## src/bdec_pkg.sv

```systemverilog
// ----------------------------------------------------------------------------
// bdec_pkg
// Shared types, codes and the character lookup of the base64 stream decoder.
// ----------------------------------------------------------------------------
`default_nettype none

package bdec_pkg;

  typedef enum logic [1:0] {
    KIND_DATA    = 2'd0,
    KIND_END_OK  = 2'd1,
    KIND_END_ERR = 2'd2
  } kind_e;

  typedef enum logic [1:0] {
    CLS_SYM,
    CLS_PAD,
    CLS_SPACE,
    CLS_BAD
  } cls_e;

  typedef struct packed {
    logic [7:0] in_char;
    logic       in_last;
  } in_item_t;

  typedef struct packed {
    logic [7:0] out_byte;
    kind_e      out_kind;
    logic       out_last;
  } out_item_t;

  // work left for the back part by one item
  typedef struct packed {
    logic       has_byte;
    logic [7:0] data;
    logic       has_end;
    logic       err;
  } cmd_t;

  typedef struct packed {
    cls_e       cls;
    logic [5:0] val;
  } char_info_t;

  function automatic char_info_t classify(input logic [7:0] c);
    char_info_t r;
    r.cls = CLS_BAD;
    r.val = 6'd0;
    if (c >= 8'h41 && c <= 8'h5A) begin
      r.cls = CLS_SYM;
      r.val = 6'(c - 8'h41);
    end else if (c >= 8'h61 && c <= 8'h7A) begin
      r.cls = CLS_SYM;
      r.val = 6'(c - 8'h61 + 8'd26);
    end else if (c >= 8'h30 && c <= 8'h39) begin
      r.cls = CLS_SYM;
      r.val = 6'(c - 8'h30 + 8'd52);
    end else if (c == 8'h2B) begin
      r.cls = CLS_SYM;
      r.val = 6'd62;
    end else if (c == 8'h2F) begin
      r.cls = CLS_SYM;
      r.val = 6'd63;
    end else if (c == 8'h3D) begin
      r.cls = CLS_PAD;
    end else if (c == 8'h20 || c == 8'h09 || c == 8'h0D || c == 8'h0A) begin
      r.cls = CLS_SPACE;
    end
    return r;
  endfunction

endpackage

`default_nettype wire

```

## src/bdec_front.sv

```systemverilog
// ----------------------------------------------------------------------------
// bdec_front
// Accepts characters, classifies them, keeps the bit accumulator and emits
// one command per item that produces results.
// ----------------------------------------------------------------------------
`default_nettype none

module bdec_front (
  input  wire logic               clk_i,
  input  wire logic               rst_ni,
  input  wire logic               accept_i,
  input  wire bdec_pkg::in_item_t in_item_i,
  output logic                    cmd_push_o,
  output bdec_pkg::cmd_t          cmd_o
);

  logic [7:0] pend_bits_q, pend_bits_d;
  logic [2:0] pend_cnt_q, pend_cnt_d;
  logic       stopped_q, stopped_d;
  logic       failed_q, failed_d;

  bdec_pkg::char_info_t info;
  logic [13:0]          acc;
  logic [3:0]           total;
  logic [2:0]           sh;
  logic                 byte_out;

  assign info  = bdec_pkg::classify(in_item_i.in_char);
  assign acc   = {pend_bits_q, info.val};
  assign total = {1'b0, pend_cnt_q} + 4'd6;
  // remaining bit count, both when a byte goes out and when it does not
  assign sh    = total[2:0];

  always_comb begin
    pend_bits_d = pend_bits_q;
    pend_cnt_d  = pend_cnt_q;
    stopped_d   = stopped_q;
    failed_d    = failed_q;
    byte_out    = 1'b0;
    if (!stopped_q) begin
      unique case (info.cls)
        bdec_pkg::CLS_PAD: begin
          stopped_d = 1'b1;
        end
        bdec_pkg::CLS_SPACE: begin
        end
        bdec_pkg::CLS_BAD: begin
          stopped_d = 1'b1;
          failed_d  = 1'b1;
        end
        bdec_pkg::CLS_SYM: begin
          byte_out    = total[3];
          pend_bits_d = acc[7:0] & ((8'd1 << sh) - 8'd1);
          pend_cnt_d  = sh;
        end
        default: begin
        end
      endcase
    end
  end

  assign cmd_o.has_byte = byte_out;
  assign cmd_o.data     = 8'(acc >> sh);
  assign cmd_o.has_end  = in_item_i.in_last;
  assign cmd_o.err      = failed_d;
  assign cmd_push_o     = accept_i && (byte_out || in_item_i.in_last);

  always_ff @(posedge clk_i or negedge rst_ni) begin
    if (!rst_ni) begin
      pend_bits_q <= '0;
      pend_cnt_q  <= '0;
      stopped_q   <= 1'b0;
      failed_q    <= 1'b0;
    end else if (accept_i) begin
      if (in_item_i.in_last) begin
        pend_bits_q <= '0;
        pend_cnt_q  <= '0;
        stopped_q   <= 1'b0;
        failed_q    <= 1'b0;
      end else begin
        pend_bits_q <= pend_bits_d;
        pend_cnt_q  <= pend_cnt_d;
        stopped_q   <= stopped_d;
        failed_q    <= failed_d;
      end
    end
  end

endmodule

`default_nettype wire

```

## src/bdec_fifo.sv

```systemverilog
// ----------------------------------------------------------------------------
// bdec_fifo
// Short command queue between the front and the back part.
// ----------------------------------------------------------------------------
`default_nettype none

module bdec_fifo #(
  parameter int unsigned Depth = 4
) (
  input  wire logic           clk_i,
  input  wire logic           rst_ni,
  input  wire logic           push_i,
  input  wire bdec_pkg::cmd_t data_i,
  input  wire logic           pop_i,
  output bdec_pkg::cmd_t      data_o,
  output logic                full_o,
  output logic                empty_o
);

  localparam int unsigned PtrW = (Depth > 1) ? $clog2(Depth) : 1;
  localparam int unsigned CntW = $clog2(Depth + 1);
  localparam logic [PtrW-1:0] LastPtr = PtrW'(Depth - 1);
  localparam logic [CntW-1:0] FullCnt = CntW'(Depth);

  bdec_pkg::cmd_t  mem_q [Depth];
  logic [PtrW-1:0] wr_ptr_q, rd_ptr_q;
  logic [CntW-1:0] cnt_q;
  logic            do_push, do_pop;

  assign full_o  = (cnt_q == FullCnt);
  assign empty_o = (cnt_q == '0);
  assign do_push = push_i && !full_o;
  assign do_pop  = pop_i && !empty_o;
  assign data_o  = mem_q[rd_ptr_q];

  always_ff @(posedge clk_i) begin
    if (do_push) begin
      mem_q[wr_ptr_q] <= data_i;
    end
  end

  always_ff @(posedge clk_i or negedge rst_ni) begin
    if (!rst_ni) begin
      wr_ptr_q <= '0;
      rd_ptr_q <= '0;
      cnt_q    <= '0;
    end else begin
      if (do_push) begin
        wr_ptr_q <= (wr_ptr_q == LastPtr) ? '0 : wr_ptr_q + 1'b1;
      end
      if (do_pop) begin
        rd_ptr_q <= (rd_ptr_q == LastPtr) ? '0 : rd_ptr_q + 1'b1;
      end
      if (do_push && !do_pop) begin
        cnt_q <= cnt_q + 1'b1;
      end else if (do_pop && !do_push) begin
        cnt_q <= cnt_q - 1'b1;
      end
    end
  end

endmodule

`default_nettype wire

```

## src/bdec_back.sv

```systemverilog
// ----------------------------------------------------------------------------
// bdec_back
// Expands each command into its data byte and end status and holds the
// oldest result in an output register.
// ----------------------------------------------------------------------------
`default_nettype none

module bdec_back (
  input  wire logic           clk_i,
  input  wire logic           rst_ni,
  input  wire bdec_pkg::cmd_t cmd_i,
  input  wire logic           cmd_empty_i,
  output logic                cmd_pop_o,
  input  wire logic           pop_i,
  output logic                empty_o,
  output bdec_pkg::out_item_t out_item_o
);

  logic                valid_q;
  logic                byte_done_q, byte_done_d;
  bdec_pkg::out_item_t out_q, out_d;
  logic                load;

  // output register is free when empty or being drained this cycle
  assign load    = !cmd_empty_i && (!valid_q || pop_i);
  assign empty_o = !valid_q;
  assign out_item_o = out_q;

  always_comb begin
    cmd_pop_o   = 1'b0;
    byte_done_d = byte_done_q;
    out_d       = out_q;
    if (load) begin
      if (cmd_i.has_byte && !byte_done_q) begin
        out_d.out_byte = cmd_i.data;
        out_d.out_kind = bdec_pkg::KIND_DATA;
        out_d.out_last = 1'b0;
        if (cmd_i.has_end) begin
          byte_done_d = 1'b1;
        end else begin
          cmd_pop_o = 1'b1;
        end
      end else begin
        out_d.out_byte = 8'd0;
        out_d.out_kind = cmd_i.err ? bdec_pkg::KIND_END_ERR : bdec_pkg::KIND_END_OK;
        out_d.out_last = 1'b1;
        cmd_pop_o      = 1'b1;
        byte_done_d    = 1'b0;
      end
    end
  end

  always_ff @(posedge clk_i) begin
    out_q <= out_d;
  end

  always_ff @(posedge clk_i or negedge rst_ni) begin
    if (!rst_ni) begin
      valid_q     <= 1'b0;
      byte_done_q <= 1'b0;
    end else begin
      byte_done_q <= byte_done_d;
      if (load) begin
        valid_q <= 1'b1;
      end else if (pop_i) begin
        valid_q <= 1'b0;
      end
    end
  end

endmodule

`default_nettype wire

```

## src/base64_stream_decoder.sv

```systemverilog
// ----------------------------------------------------------------------------
// base64_stream_decoder
// Streaming base64 decoder, one character per item, queue-style ports.
// ----------------------------------------------------------------------------
// Takes one base64 character per cycle (standard alphabet, '=' pad, space,
// tab, CR and LF skipped) and returns decoded bytes followed by an end status
// on the character flagged last. An item is accepted every cycle while full
// is low; the command of an item is written into the command queue on the
// accepting edge and loaded into the output register once that register is
// free. The result side drains one result per cycle while pop is high, so
// the last character of a text, which may give a byte and an end status,
// gives two results; the QueueDepth-entry command queue between the decoding
// front and the output stage absorbs that and any stall on pop.
`default_nettype none

module base64_stream_decoder #(
  parameter int unsigned QueueDepth = 4
) (
  input  wire logic                clk_i,
  input  wire logic                rst_ni,
  input  wire logic                push,
  output logic                     full,
  input  wire bdec_pkg::in_item_t  in_item_i,
  output logic                     empty,
  input  wire logic                pop,
  output bdec_pkg::out_item_t      out_item_o
);

  logic           accept;
  logic           cmd_push, cmd_pop, cmd_full, cmd_empty;
  bdec_pkg::cmd_t cmd_in, cmd_out;

  assign full   = cmd_full;
  assign accept = push && !cmd_full;

  bdec_front u_front (
    .clk_i      (clk_i),
    .rst_ni     (rst_ni),
    .accept_i   (accept),
    .in_item_i  (in_item_i),
    .cmd_push_o (cmd_push),
    .cmd_o      (cmd_in)
  );

  bdec_fifo #(
    .Depth (QueueDepth)
  ) u_fifo (
    .clk_i   (clk_i),
    .rst_ni  (rst_ni),
    .push_i  (cmd_push),
    .data_i  (cmd_in),
    .pop_i   (cmd_pop),
    .data_o  (cmd_out),
    .full_o  (cmd_full),
    .empty_o (cmd_empty)
  );

  bdec_back u_back (
    .clk_i       (clk_i),
    .rst_ni      (rst_ni),
    .cmd_i       (cmd_out),
    .cmd_empty_i (cmd_empty),
    .cmd_pop_o   (cmd_pop),
    .pop_i       (pop),
    .empty_o     (empty),
    .out_item_o  (out_item_o)
  );

endmodule

`default_nettype wire

```

## config.mk

```make
export PLATFORM = sky130hd
export DESIGN_NAME = base64_stream_decoder
export DESIGN_NICKNAME = d
export VERILOG_FILES = /design/src/bdec_pkg.sv /design/src/bdec_front.sv /design/src/bdec_fifo.sv /design/src/bdec_back.sv /design/src/base64_stream_decoder.sv
export SDC_FILE = /design/constraint.sdc
export NUM_CORES = 1
export LEC_CHECK = 0
export ABC_CLOCK_PERIOD_IN_PS = 4500
export BUFFER_PORTS_ARGS = -buffer_cell sky130_fd_sc_hd__buf_2
export CORE_UTILIZATION = 40
export DETAILED_ROUTE_END_ITERATION = 8
export PLACE_DENSITY = 0.64
export SLEW_MARGIN = 20
export SYNTH_ARGS = -nofsm -noshare
export SYNTH_HDL_FRONTEND = slang
export SYNTH_SLANG_ARGS = --single-unit
```

## constraint.sdc

```tcl
create_clock -name clk_i -period 4.5 [get_ports clk_i]
set_clock_uncertainty 0.2 [all_clocks]
set_input_delay 0.45 -clock clk_i [delete_from_list [all_inputs] [get_ports clk_i]]
set_output_delay 0.45 -clock clk_i [all_outputs]
set_load 0.005 [all_outputs]
```

Yosys cells after proc, flatten, opt, wreduce, memory -nomap -nowiden

Memories as Yosys holds them, arrays and structs flattened.
Cells that the tools add are included.

Bits in registers: 33
Bits in latches: 0
Bits in writable memories: 44
Memories: 1
Bits in read-only memories: 0
Input port bits: 13
Output and inout port bits: 13
Word-level logic and storage cells: 114

Memory list:

| memory       | words | bits a word | read ports | clocked after memory_dff | wr ports | line            | source |
|---|---|---|---|---|---|---|---|
| u_fifo.mem_q | 4     | 11          | 1          | 0                        | 1        | bdec_fifo.sv:25 | `bdec_pkg::cmd_t mem_q [Depth];` |

Reductions and logical operators: 30
Multiply operators: 0
Multiplexer cells: 37
Divide/modulo/power cells: 0
Add/sub/neg operators: 11
Equal/unequal tests: 14
Bitwise operators: 1
Order comparisons: 6
Shifts and indexed selects: 2

Operators by type and width:

| operator                                                                         | number |
|---|---|
| 8-bit 2-to-1 mux                                                                 | 7 |
| 8-bit by 6-bit == test with 1-bit output, second input constant                  | 4 |
| 8-bit by 4-bit == test with 1-bit output, second input constant                  | 3 |
| 1-bit 2-to-1 mux                                                                 | 19 |
| 8-bit by 7-bit >= comparator with 1-bit output, second input constant            | 2 |
| 8-bit by 7-bit less-or-equal comparator with 1-bit output, second input constant | 2 |
| 3-bit 2-to-1 mux                                                                 | 5 |
| 14-bit by 3-bit >> shifter with 8-bit output                                     | 1 |
| 6-bit subtractor, second input constant                                          | 2 |
| 1-bit logical AND                                                                | 11 |
| 2-bit 2-to-1 mux                                                                 | 5 |
| 8-bit bitwise AND                                                                | 1 |
| 8-bit by 6-bit >= comparator with 1-bit output, second input constant            | 1 |
| 8-bit by 6-bit less-or-equal comparator with 1-bit output, second input constant | 1 |
| 1-bit by 3-bit left shift with 8-bit output, first input constant                | 1 |
| 8-bit by 1-bit subtractor with 8-bit output, second input constant               | 1 |
| 6-bit by 5-bit adder with 6-bit output, second input constant                    | 1 |
| 6-bit adder, second input constant                                               | 1 |
| 2-bit == test, second input constant                                             | 3 |
| 1-bit zero test                                                                  | 6 |
| 6-bit 2-to-1 mux                                                                 | 1 |
| 2-bit nonzero test                                                               | 3 |
| 6-bit by 1-bit subtractor with 6-bit output, second input constant               | 1 |
| 1-bit logical OR                                                                 | 5 |
| other kinds (12)                                                                 | 14 |

Depth between registers and ports, before layout

Gate-level depths: netlist (run 1).

Depth in word-level cells: 21
Gate-level depth with buffers: 15
Mapped depth without buffers: 13

Modules after synthesis

A second synthesis (run 1) with hierarchy kept.

Cell total of the unflattened synthesis: 323
Area, all modules: 4,151.5 sq um

Modules (own cells, without submodules):

| module                | instances | area an instance (sq um) | cells an instance | seq. area each (sq um) |
|---|---|---|---|---|
| bdec_fifo             | 1         | 2,042.0                  | 94                | 1,496.4 |
| bdec_front            | 1         | 1,587.8                  | 195               | 300.3 |
| bdec_back             | 1         | 508.0                    | 33                | 380.4 |
| base64_stream_decoder | 1         | 13.8                     | 1                 | 0.0 |

Worst setup path before layout (run 1)

OpenSTA, ideal clock, no wires.

Path kind: input to register
Start point: in in_item_i[3] (netlist name)
End point: reg u_fifo.cnt_q[1]
Data arrival time: 2.855 ns
Stages: 13
Path buffers: 2
Path slack: 1.320 ns
Library setup time: 0.125 ns
Required time: 4.175 ns
Path through: buf_4 inv_1 ha_1 a21oi_1 o311a_4 and2_4 buf_6 o21ai_1 a21oi_2 ha_1 inv_1 fa_1 mux2_2

Cells in the longest elaborated chain, start to end: 20
Elaborated cells between the ends (all ways): 37
Classes of those cells: order compare: 6; eq/ne: 7; mux: 10; reduce/logical: 14

Ends and longest elaborated chain:

| what                                                                                                        | line                        | source |
|---|---|---|
| start, declared                                                                                             | base64_stream_decoder.sv:23 | `input wire bdec_pkg::in_item_t in_item_i,` |
| 8-bit by 6-bit == test with 1-bit output / 8-bit by 4-bit == test with 1-bit output (equally long branches) | bdec_pkg.sv:67              | `end else if (c == 8'h20 \|\| c == 8'h09 \|\| c == 8'h0D \|\| c == 8'h0A) begin` |
| 1-bit logical OR (3 in series)                                                                              | bdec_pkg.sv:67              |  |
| 1-bit 2-to-1 mux                                                                                            | bdec_pkg.sv:67              |  |
| 2-bit 2-to-1 mux                                                                                            | bdec_pkg.sv:65              | `end else if (c == 8'h3D) begin` |
| 2-bit 2-to-1 mux                                                                                            | bdec_pkg.sv:62              | `end else if (c == 8'h2F) begin` |
| 8-bit 2-to-1 mux                                                                                            | bdec_pkg.sv:59              | `end else if (c == 8'h2B) begin` |
| 8-bit 2-to-1 mux                                                                                            | bdec_pkg.sv:56              | `end else if (c >= 8'h30 && c <= 8'h39) begin` |
| 8-bit 2-to-1 mux                                                                                            | bdec_pkg.sv:53              | `end else if (c >= 8'h61 && c <= 8'h7A) begin` |
| (+3 left out)                                                                                               | n/a                         |  |
| 1-bit 2-to-1 mux *                                                                                          | bdec_front.sv:40            | `if (!stopped_q) begin` |
| 1-bit logical OR *                                                                                          | bdec_front.sv:66            | `assign cmd_push_o = accept_i && (byte_out \|\| in_item_i.in_last);` |
| 1-bit logical AND *                                                                                         | bdec_front.sv:66            |  |
| 1-bit logical AND *                                                                                         | bdec_fifo.sv:32             | `assign do_push = push_i && !full_o;` |
| named net u_fifo.do_push                                                                                    | bdec_fifo.sv:28             | `logic do_push, do_pop;` |
| 1-bit zero test                                                                                             | bdec_fifo.sv:56             | `end else if (do_pop && !do_push) begin` |
| 1-bit logical AND                                                                                           | bdec_fifo.sv:56             |  |
| 2-bit nonzero test (no source line)                                                                         | n/a                         |  |
| end signal, assigned                                                                                        | bdec_fifo.sv:55             | `cnt_q <= cnt_q + 1'b1;` |
| end signal, assigned                                                                                        | bdec_fifo.sv:57             | `cnt_q <= cnt_q - 1'b1;` |
| end, declared                                                                                               | bdec_fifo.sv:27             | `logic [CntW-1:0] cnt_q;` |

Mark *: on every way through the listed nets, which the timed path passes. The rest lies on a longest branch.
A chain may end at the register's enable or synchronous reset.

Worst setup path after layout (run 1)

Start point: in in_item_i[3] (netlist name)
End point: reg u_fifo.cnt_q[2]

Same word-level chain as after synthesis.

==> summary.md, run 1 <==
| Metric | Value |
|---|---|
| Clock H-tree levels | `3` |
| RSZ-0062 raised after global routing | `no` |
| Period utilization | `67.9%` |
| Fmax | `327 MHz` |
| Data arrival time of the worst path | `3.12 ns` |
| Slew of the pin with the lowest slew margin | `0.612 ns` |
| Power Internal | `1.68 mW` |
| Comb power frac | `27.5%` |
| Worst Hold Class | `primary input to register` |
| Via count | `2242` |
| Final hold vios | `0` |
| Routability Congestion | `0.900` |
| Clock Tree Buf Depth | `2` |
| Maxcap violations | `0` |
| Postcts setup bufs | `0` |
| Mean post-synth cell area | `14.3 um2` |
| Top sig layer | `met4` |
| Area growth, synth to finish | `13.9%` |
| Final Slew Violations | `0` |
| Initial DRC Count | `125` |
| Status | `complete, no violations` |
| Post-route DRC violation count | `0` |
| Initial antenna violation count | `0` |
| Vias in the first global route | `2313` |
| Pin count of the biggest net entering global routing | `22` |
| Worst vdd ir | `0.000168 V` |
| Die area | `9920 um2` |
| Routed WL | `6740 um` |
| Via/cell ratio | `5.21` |
| Crit path setup slack, layout | `1.44 ns` |
| Sw Pwr | `0.647 mW` |
| Largest cells by area after synthesis | `edfxtp_1 43%, dfrtp_1 14%, mux4_2 11%` |
| Post-synth EDFFs | `55` |
| Post-Route M1 WL | `2980 um` |
| Starting Density | `41.2%` |
| Critical path class | `primary input to register` |
| Clock share of power | `28.5%` |
| Syn Inst Count | `266` |
| Gr ovfl total | `0` |
| Height of the die | `99.6 um` |
| Pre-Repair DR Iteration Count | `4` |
| Die width | `99.6 um` |
| Multi-input combinational cell area | `1500 um2` |
| Top FF cell, synth | `edfxtp_1` |
| Nets | `329` |
| Register area share after synthesis | `57.1%` |
| # IOs | `26` |
| Syn nets | `299` |
| Root Buffer | `clkbuf_8` |
| Slew margin rel. | `58.9%` |
| CP Max Fanout | `10` |
| First-pass GRT wire length | `11500 um` |
| Clock Sinks | `76` |
| Antenna Nets Post-Route | `0` |
| Layout cell share with drive strength beyond 1 | `23.9%` |
| Crit path launch type | `primary input` |
| Final Util | `47.0%` |
| Pwr dens | `537 nW/um2` |
| Synthesis-stage register bit count | `76` |
| CTS tree | `done` |
| Leading area contributor after synthesis | `edfxtp_1` |
| CTS Buf Count | `9` |
| WL/cell | `15.7 um` |
| Sw Ratio | `27.8%` |
| Crit. End Element | `register` |
| All-Layer GR Usage | `15.3%` |
| Site row count | `35` |
| Synth Cell Area | `3810 um2` |
| Resized cells post-CTS | `0` |
| Tmin final | `3.06 ns` |
| Sum Neg Setup Slack | `0 ns` |
| Clk slew on worst S/H paths | `0.08 ns` |
| Final setup viols | `0` |
| Yosys top cell area share | `43.3%` |
| Static leakage | `1.69 nW` |
| Core footprint | `9240 um2` |
| Fill cells | `814` |
| Post-synth ARST share | `27.6%` |
| Antenna Cells | `0` |
| WL met3 | `220 um` |
| Setup WS pre-CTS | `1.09 ns` |
| Met2 wire len | `3450 um` |
| Worst EP required | `4.56 ns` |
| Sequential Power Share | `44.1%` |
| IO buf count | `25` |
| Post-DP HPWL | `4790 um` |
| Clock Latency Late Sink | `0.33 ns` |
| Register Area | `2180 um2` |
| Synth warnings | `0` |
| Post-synth cell types | `54` |
[layout by cell type (no fill, tap or decap), types with 9 or more instances in the layout]
cell	count
a21oi_1	10
edfxtp_1	55
nor2_1	12
inv_1	22
nor2b_1	11
clkbuf_8	9
mux4_2	18
buf_2	25
ha_1	19
dfrtp_1	21
[final timing paths]
kind                                 endpoint               start  cells past startpoint  slack [ns]
max                           u_fifo.cnt_q[2]        in_item_i[3]                     14        1.44
min in group asynchronous  u_fifo.wr_ptr_q[0]              rst_ni                      2        0.44
min                            u_back.valid_q                 pop                      2        0.10
min reg2reg                u_back.byte_done_q  u_back.byte_done_q                      1        0.29
max reg2reg                   u_fifo.cnt_q[2]  u_fifo.rd_ptr_q[1]                      9        1.45
max in group asynchronous   u_front.stopped_q              rst_ni                      2        3.32
[state kept, by name (all words and copies together) (netlist names)]
| signal | count |
|---|---|
| u_back.out_item_o | 11 |
| u_front.stopped_q | 1 |
| u_front.failed_q | 1 |
| u_front.pend_bits_q | 8 |
| u_fifo.wr_ptr_q | 2 |
| u_back.byte_done_q | 1 |
| u_front.pend_cnt_q | 2 |
| u_fifo.mem_q | 44 |
| u_fifo.cnt_q | 3 |
| u_fifo.rd_ptr_q | 2 |
| u_back.valid_q | 1 |
[worst max-delay path, stage by stage]
cell     delay, ns
buf_2         0.19
inv_1         0.11
ha_1          0.30
a21oi_1       0.20
o311a_4       0.22
and2_4        0.18
o21ai_1       0.11
a21oi_2       0.29
ha_1          0.24
inv_1         0.06
fa_1          0.37
xor2_1        0.15
nor2_1        0.11
xor2_1        0.14
[area by class of cell]
cell class	count	area share, %
repair buffers	28	3.46
clock buffers	10	2.94
inverters	23	1.99
well taps	129	3.72
multi-input cells	158	34.6
clock inverters	6	3.14
flip-flops and latches	76	50.2
[power by group through the flow]
stage                     Clock (mW)  Sequential (mW)  Combinational, mW
final                          0.663             1.03              0.640
after floorplan                    0             1.02              0.482
after detailed placement           0             1.04              0.649
after CTS                      0.678             1.03              0.653
after global placement             0             1.04              0.634
after global routing           0.710             1.05              0.726
[metrics by stage]
| step | cell area, um2 | hold WS [ns] | power, mW | instances |
|---|---|---|---|---|
| 2_1_floorplan | 3810 | -0.0456 | 1.50 | 266 |
| 3_3_place_gp | 4070 | 0.241 | 1.67 | 413 |
| 3_5_place_dp | 4070 | 0.247 | 1.69 | 413 |
| 4_1_cts | 4340 | 0.0832 | 2.36 | 430 |
| 5_1_grt | 4340 | 0.108 | 2.48 | 430 |
| 6_report | 4340 | 0.102 | 2.33 | 430 |
[cell families (layout without fill, tap and decap cells)]
logic type,after synthesis,after routing,share of synthesized area [%]
xor gates and xnor gates,7,7,1.61
AOI/OAI and AO/OA,54,54,10.6
muxes,25,25,12.7
buffers and inverters,32,67,3.51
and+or+nand+nor,52,52,7.71
adders and majority gates,20,20,6.76
DFF,76,76,57.1
[Yosys cell counts, types with 2 or more instances]
cell / n
o21ai_1: 2
xnor2_1: 5
mux2_2: 6
ha_1: 19
nor2b_1: 11
edfxtp_1: 55
nor3b_1: 2
a221o_1: 3
buf_2: 2
a31oi_1: 5
xor2_1: 2
nand2b_1: 3
a22o_1: 4
dfrtp_1: 21
nor2_1: 12
o211ai_1: 5
mux4_2: 18
o21a_1: 2
inv_1: 22
clkbuf_1: 4
a21oi_1: 10
a32o_1: 2
nor4_1: 2
and2_1: 8
o21ai_0: 6
nor3_1: 4
nand2_1: 4
[what timing repair did]
action,4_1_cts,5_1_grt
hold buffers,1,0
hold endpoints to repair,21,0
endpoints found under the setup margin,0,0
[routing by layer]
layer / vias to the layer above / global-route usage (%)
li1: 1075 / -
met5: - / 0
met3: 7 / 2.74
met2: 48 / 26.1
met1: 1112 / 19.1
met4: 0 / 6.90
Note: power is estimated with default switching activity, not from simulation.
==> run 2, diff against run 1 <==
ABC_AREA = 1   (was default)
ABC_CLOCK_PERIOD_IN_PS = 3200   (was 4500)
PLACE_DENSITY = 0.63   (was 0.64)
clock period = 3.2 ns   (was 4.5 ns; I/O delays follow)
==> run 2 against run 1 <==
Final cell count is 44% higher. Sequential cell count stayed put. First-iteration DRC count up 24%. Total power is 43% higher. Critical path depth shrank 2. Sequential share of layout area is 3.7 points lower. Worst hold slack lost 0.039 ns. Die area rose by 7.7%. Via count up 35%. Synthesized area up 7.8%. Routed wire length rose by 24%. Worst setup slack got worse by 1.0 ns. Critical path type is now register to register.
==> summary.md, run 2 <==
| Metric | Value |
|---|---|
| Postcts setup bufs | `0 (unchanged)` |
| Initial DRC Count | `155 (+24%)` |
| Largest register by flop count | `u_fifo.mem_q` |
| Starting Density | `41.7% (+0.42 points)` |
| RSZ-0062 raised after global routing | `no` |
| Register area share after synthesis | `53.0% (-4.2 points)` |
| Post-synth ARST share | `27.6% (unchanged)` |
| Root Buffer | `clkbuf_8` |
| Top FF cell, synth | `edfxtp_1` |
| Max reg flops | `44 (unchanged)` |
| Status | `complete, no violations` |
| Sum Neg Setup Slack | `0 ns (unchanged)` |
| Synthesis-stage register bit count | `76 (unchanged)` |
| Final Slew Violations | `0 (unchanged)` |
| Final Util | `47.5% (+0.57 points)` |
| Pwr dens | `711 nW/um2 (+32%)` |
| Mean post-synth cell area | `9.28 um2 (-35%)` |
| Layout cell share with drive strength beyond 1 | `16.9% (-7.0 points)` |
| Nets | `513 (+56%)` |
| Fmax | `357 MHz` |
| Non-Filler Instances | `618 (+44%)` |
| Syn nets | `476 (+59%)` |
| Maxcap violations | `0 (unchanged)` |
| Via count | `3026 (+35%)` |
| Static leakage | `2.06 nW (+22%)` |
| Final hold vios | `0 (unchanged)` |
| Area growth, synth to finish | `14.1%` |
| Via/cell ratio | `4.90 (-6.1%)` |
| Post-DP HPWL | `5980 um (+25%)` |
| Data arrival time of the worst path | `2.83 ns (-0.29 ns)` |
| Clock Latency Late Sink | `0.35 ns (+0.02 ns)` |
| Hold_buf cts | `1 (unchanged)` |
| Slew of the pin with the lowest slew margin | `0.522 ns (-0.0897 ns)` |
| Yosys top cell area share | `40.2% (-3.2 points)` |
| Initial antenna violation count | `0 (unchanged)` |
| Worst vdd ir | `0.000286 V (+70%)` |
| Worst r2r src | `u_fifo.rd_ptr_q[1]` |
| CTS tree | `done` |
| Period utilization | `87.5%` |
| Pre-Repair DR Iteration Count | `4 (unchanged)` |
| Resized cells post-CTS | `0 (unchanged)` |
| Clock Tree Buf Depth | `2 (unchanged)` |
| IO buf count | `25 (unchanged)` |
| R2R depth | `12 (+3)` |
| Clk slew on worst S/H paths | `0.08 ns (about the same)` |
| Slew margin rel. | `65.2% (+6.3 points)` |
| Post-route DRC violation count | `0 (unchanged)` |
| Pin count of the biggest net entering global routing | `22 (unchanged)` |
| Critical path class | `register to register` |
| Syn Inst Count | `443 (+67%)` |
| Final setup viols | `0 (unchanged)` |
| Count leader, synth | `nand2_1` |
| Hold path depth | `1 (-1)` |
| Synth warnings | `0 (unchanged)` |
| Routed WL | `8360 um (+24%)` |
| Leading area contributor after synthesis | `edfxtp_1` |
| Synth Cell Area | `4110 um2 (+7.8%)` |
| # IOs | `26 (unchanged)` |
| Antenna Nets Post-Route | `0 (unchanged)` |
| Gr ovfl total | `0 (unchanged)` |
| HP Start | `in_item_i[0]` |
| Die area | `10700 um2 (+7.7%)` |
| Clock H-tree levels | `3 (unchanged)` |
| Height of the die | `103 um (+3.8%)` |
| CP Max Fanout | `12 (+2)` |
| Vias in the first global route | `2901 (+25%)` |
| CTS Buf Count | `9 (unchanged)` |
| Worst Hold Class | `primary input to register` |
| Post-synth EDFFs | `55 (unchanged)` |
| Reg2reg end | `u_fifo.cnt_q[2]` |
| DP Cell Count | `601 (+46%)` |
| Routability Congestion | `0.892 (-0.88%)` |
| R2R Setup Slk | `0.40 ns (-1.05 ns)` |
| Die width | `103 um (+3.8%)` |
| Crit path launch type | `register` |
| First-pass GRT wire length | `14100 um (+22%)` |
| Site row count | `36 (+2.9%)` |
| Worst hold margin | `0.0636 ns (-0.0388 ns)` |
| Most frequent cells in the layout | `69 x nand2_1, 64 x nor2_1, 55 x edfxtp_1` |
| Core footprint | `9860 um2 (+6.8%)` |
| All-Layer GR Usage | `17.5% (+2.2 points)` |
| WL/cell | `13.5 um (-14%)` |
| Antenna Cells | `0 (unchanged)` |
| Worst EP required | `3.23 ns (-1.33 ns)` |
| Tmin final | `2.80 ns` |
| Largest cells by area after synthesis | `edfxtp_1 40%, dfrtp_1 13%, nand2_1 6.3%` |
| Top cells by count, synth | `69 x nand2_1, 64 x nor2_1, 55 x edfxtp_1` |
| Crit. End Element | `register` |
| Worst Hold End | `u_fifo.mem_q[2][1]` |
| Commonest non-fill, non-tap cell in the layout | `nand2_1` |
| Post-synth cell types | `39 (-28%)` |
| Clock Sinks | `76 (unchanged)` |
run 2: worst max path at each step:
stage                                   from         endpoint  depth (start not counted)
after CTS                 u_fifo.rd_ptr_q[1]  u_fifo.cnt_q[2]                         12
after global placement          in_item_i[3]  u_fifo.cnt_q[2]                         17
after floorplan                 in_item_i[3]  u_fifo.cnt_q[2]                         17
after global routing      u_fifo.rd_ptr_q[1]  u_fifo.cnt_q[2]                         12
after detailed placement        in_item_i[3]  u_fifo.cnt_q[2]                         17
final                     u_fifo.rd_ptr_q[1]  u_fifo.cnt_q[2]                         12
run 2: critical path, cell delays in order (launching register included):
cell and delay [ns]:
dfrtp_1 0.67, o21ai_1 0.15, o22ai_1 0.18, inv_1 0.06
nor2_1 0.22, nand2_1 0.09, nand2_1 0.12, ha_1 0.15
inv_1 0.06, fa_1 0.37, a21oi_1 0.14, o21ai_0 0.11
xor2_1 0.15
run 2: cell type report:
cell class	instances	area (um2)
fillers	931	5180
repair buffers	37	218
multi-input cells	304	1690
inverters	52	195
clock buffers	10	128
clock inverters	6	111
flip-flops and latches	76	2180
well taps	133	166
run 2: logic make-up (layout without fill, tap and decap cells):
group	Yosys count	after routing	share of synthesized area, %
XOR/XNOR	9	9	1.92
flip-flops	76	76	53.0
AO/OA/AOI/OAI	80	80	10.9
AND/OR/NAND/NOR	195	195	22.1
adder cells (fa/ha/maj)	20	20	6.27
buffers and inverters	63	105	5.84
run 2: report_power, final:
| part | leakage [nW] | internal (mW) | total [mW] | switching (mW) |
|---|---|---|---|---|
| combinational | 1.15 | 0.370 | 1.02 | 0.648 |
| clock | 0.117 | 0.520 | 0.872 | 0.352 |
| sequential | 0.787 | 1.33 | 1.44 | 0.118 |
| total | 2.06 | 2.21 | 3.33 | 1.12 |
run 2: metrics by stage:
step / total power [mW] / setup slack (ns) / area [um2]
finish: 3.33 / 0.400 / 4690
global route: 3.58 / 0.0902 / 4690
CTS: 3.37 / 0.400 / 4690
detailed placement: 2.50 / 0.166 / 4440
global placement: 2.47 / 0.204 / 4440
floorplan: 2.15 / 0.312 / 4110
run 2: per-layer routing:
metal  vias to the layer above  track usage [%]  part of all wire, %
met2                        69             28.2                   48
met1                      1389             23.1                   46
met3                        13             3.23                  4.5
met4                         0             7.80                  1.5
li1                       1555                -                    -
met5                         -                0                    0
==> run 3, diff against run 2 <==
CTS_BUF_LIST = sky130_fd_sc_hd__clkbuf_4 sky130_fd_sc_hd__clkbuf_8 sky130_fd_sc_hd__clkbuf_16   (was default)
==> run 3 against run 2 <==
Utilization hardly changed. Worst setup slack better by 0.015 ns. Via count hardly changed. Largest cell class unchanged. Final cell count stayed put. Critical path depth stayed put. First-iteration DRC count is 7.7% higher. Combinational power hardly changed. Die area stayed put. Total power is 0.18% higher.
==> summary.md, run 3 (synthesized netlist as in run 2, its figures left out) <==
| Metric | Value |
|---|---|
| Status | `complete, no violations` |
| Clock H-tree levels | `3 (unchanged)` |
| Via/cell ratio | `4.90 (about the same)` |
| DP Cell Count | `601 (unchanged)` |
| Die area | `10700 um2 (unchanged)` |
| Commonest non-fill, non-tap cell in the layout | `nand2_1` |
| Pre-Repair DR Iteration Count | `4 (unchanged)` |
| Worst EP required | `3.23 ns (about the same)` |
| Sum Neg Setup Slack | `0 ns (unchanged)` |
| Worst hold margin | `0.0683 ns (+0.00469 ns)` |
| Crit path setup slack, layout | `0.415 ns (+0.0149 ns)` |
| Routability Congestion | `0.892 (unchanged)` |
| Fmax | `359 MHz (+0.54%)` |
| Area growth, synth to finish | `14.2% (about the same)` |
| IO buf count | `25 (unchanged)` |
| Post-route DRC violation count | `0 (unchanged)` |
| Via count | `3027 (+0.033%)` |
| Critical path class | `register to register` |
| Initial DRC Count | `167 (+7.7%)` |
| Tmin final | `2.79 ns (-0.0149 ns)` |
| WL/cell | `13.5 um (-0.37%)` |
| Crit. End Element | `register` |
| Core footprint | `9860 um2 (unchanged)` |
| CTS Buf Count | `9 (unchanged)` |
| Max reg flops | `44 (unchanged)` |
| Pwr dens | `712 nW/um2 (about the same)` |
| Crit path launch type | `register` |
| All-Layer GR Usage | `17.5% (about the same)` |
| First-pass GRT wire length | `14000 um (-0.15%)` |
| Starting Density | `41.7% (unchanged)` |
| Final Util | `47.6% (about the same)` |
| Clock Tree Buf Depth | `2 (unchanged)` |
| Root Buffer | `clkbuf_8` |
| Setup WS pre-CTS | `0.166 ns (unchanged)` |
| Gr ovfl total | `0 (unchanged)` |
| RSZ-0062 raised after global routing | `no` |
| Most frequent cells in the layout | `69 x nand2_1, 64 x nor2_1, 55 x edfxtp_1` |
| Data arrival time of the worst path | `2.81 ns (-0.02 ns)` |
| CTS tree | `done` |
| Final hold vios | `0 (unchanged)` |
| Clk slew on worst S/H paths | `0.08 ns (about the same)` |
| Antenna Nets Post-Route | `0 (unchanged)` |
| Placed cell areas | `4440 um2 (unchanged)` |
| Maxcap violations | `0 (unchanged)` |
| Layout cell share with drive strength beyond 1 | `17.1% (+0.21 points)` |
| Static leakage | `2.06 nW (+0.17%)` |
| Power Total | `3.34 mW (+0.18%)` |
| Clock Latency Late Sink | `0.35 ns (about the same)` |
| Final Slew Violations | `0 (unchanged)` |
| Antenna Cells | `0 (unchanged)` |
| Non-Filler Instances | `618 (unchanged)` |
| # IOs | `26 (unchanged)` |
| Period utilization | `87.0% (-0.47 points)` |
| Worst Hold Class | `primary input to register` |
| Slew margin rel. | `65.5% (+0.29 points)` |
| Initial antenna violation count | `0 (unchanged)` |
| Height of the die | `103 um (unchanged)` |
| Worst vdd ir | `0.000285 V (-0.31%)` |
| Slew of the pin with the lowest slew margin | `0.513 ns (-0.00908 ns)` |
| Routed WL | `8330 um (-0.37%)` |
| Vias in the first global route | `2893 (-0.28%)` |
| Site row count | `36 (unchanged)` |
| Post-route cell area | `4690 um2 (about the same)` |
| Die width | `103 um (unchanged)` |
| Clock Sinks | `76 (unchanged)` |
| Nets | `513 (unchanged)` |
| Post-DP HPWL | `5980 um (unchanged)` |
| Final setup viols | `0 (unchanged)` |
| Pin count of the biggest net entering global routing | `22 (unchanged)` |
| Largest register by flop count | `u_fifo.mem_q` |
| CP Max Fanout | `12 (unchanged)` |
[run 3: worst max-delay path, stage by stage, from the launching register on]
cell and delay, ns:
dfrtp_1 0.67, o21ai_1 0.14, o22ai_1 0.18, inv_1 0.06
nor2_1 0.22, nand2_1 0.09, nand2_1 0.12, ha_1 0.15
inv_1 0.06, fa_1 0.37, a21oi_1 0.14, o21ai_0 0.11
xor2_1 0.15
[run 3: area by class of cell]
cell class | count | area, um2
Clock buffer | 10 | 131
Clock inverter | 6 | 111
Fill cell | 928 | 5170
Inverter | 52 | 195
Multi-Input combinational cell | 304 | 1690
Sequential cell | 76 | 2180
Tap cell | 133 | 166
Timing Repair Buffer | 37 | 218
[run 3: path summary, 6_finish.rpt]
| check | startpoint | end | slack, ns | cells after the start |
|---|---|---|---|---|
| min in group asynchronous | rst_ni | u_back.byte_done_q | 0.27 | 2 |
| max in group asynchronous | rst_ni | u_front.pend_bits_q[4] | 2.18 | 2 |
| max | u_fifo.rd_ptr_q[1] | u_fifo.cnt_q[2] | 0.41 | 12 |
| min reg2reg | u_front.pend_bits_q[6] | u_front.pend_bits_q[6] | 0.30 | 2 |
| min | in_item_i[0] | u_fifo.mem_q[1][1] | 0.07 | 1 |
| max reg2reg | u_fifo.rd_ptr_q[1] | u_fifo.cnt_q[2] | 0.41 | 12 |
[run 3: what timing repair did]
item | CTS | global route
endpoints found under the setup margin | 0 | 0
setup buffers | 0 | 0
gates resized for setup | 0 | 0
hold buffers | 1 | 0
endpoints found under the hold margin | 21 | 0
[run 3: layer usage]
layer / wire length, um / GRT usage, % / vias to the layer above
met4: 142 / 7.80 / 0
met1: 3930 / 23.0 / 1401
li1: - / - / 1559
met2: 3980 / 28.2 / 52
met5: 0 / 0 / -
met3: 286 / 3.23 / 15
[run 3: power breakdown]
part / switching [mW] / leakage, nW / internal, mW / total (mW)
sequential: 0.117 / 0.787 / 1.33 / 1.44
combinational: 0.647 / 1.15 / 0.370 / 1.02
clock: 0.351 / 0.120 / 0.528 / 0.879
total: 1.12 / 2.06 / 2.22 / 3.34
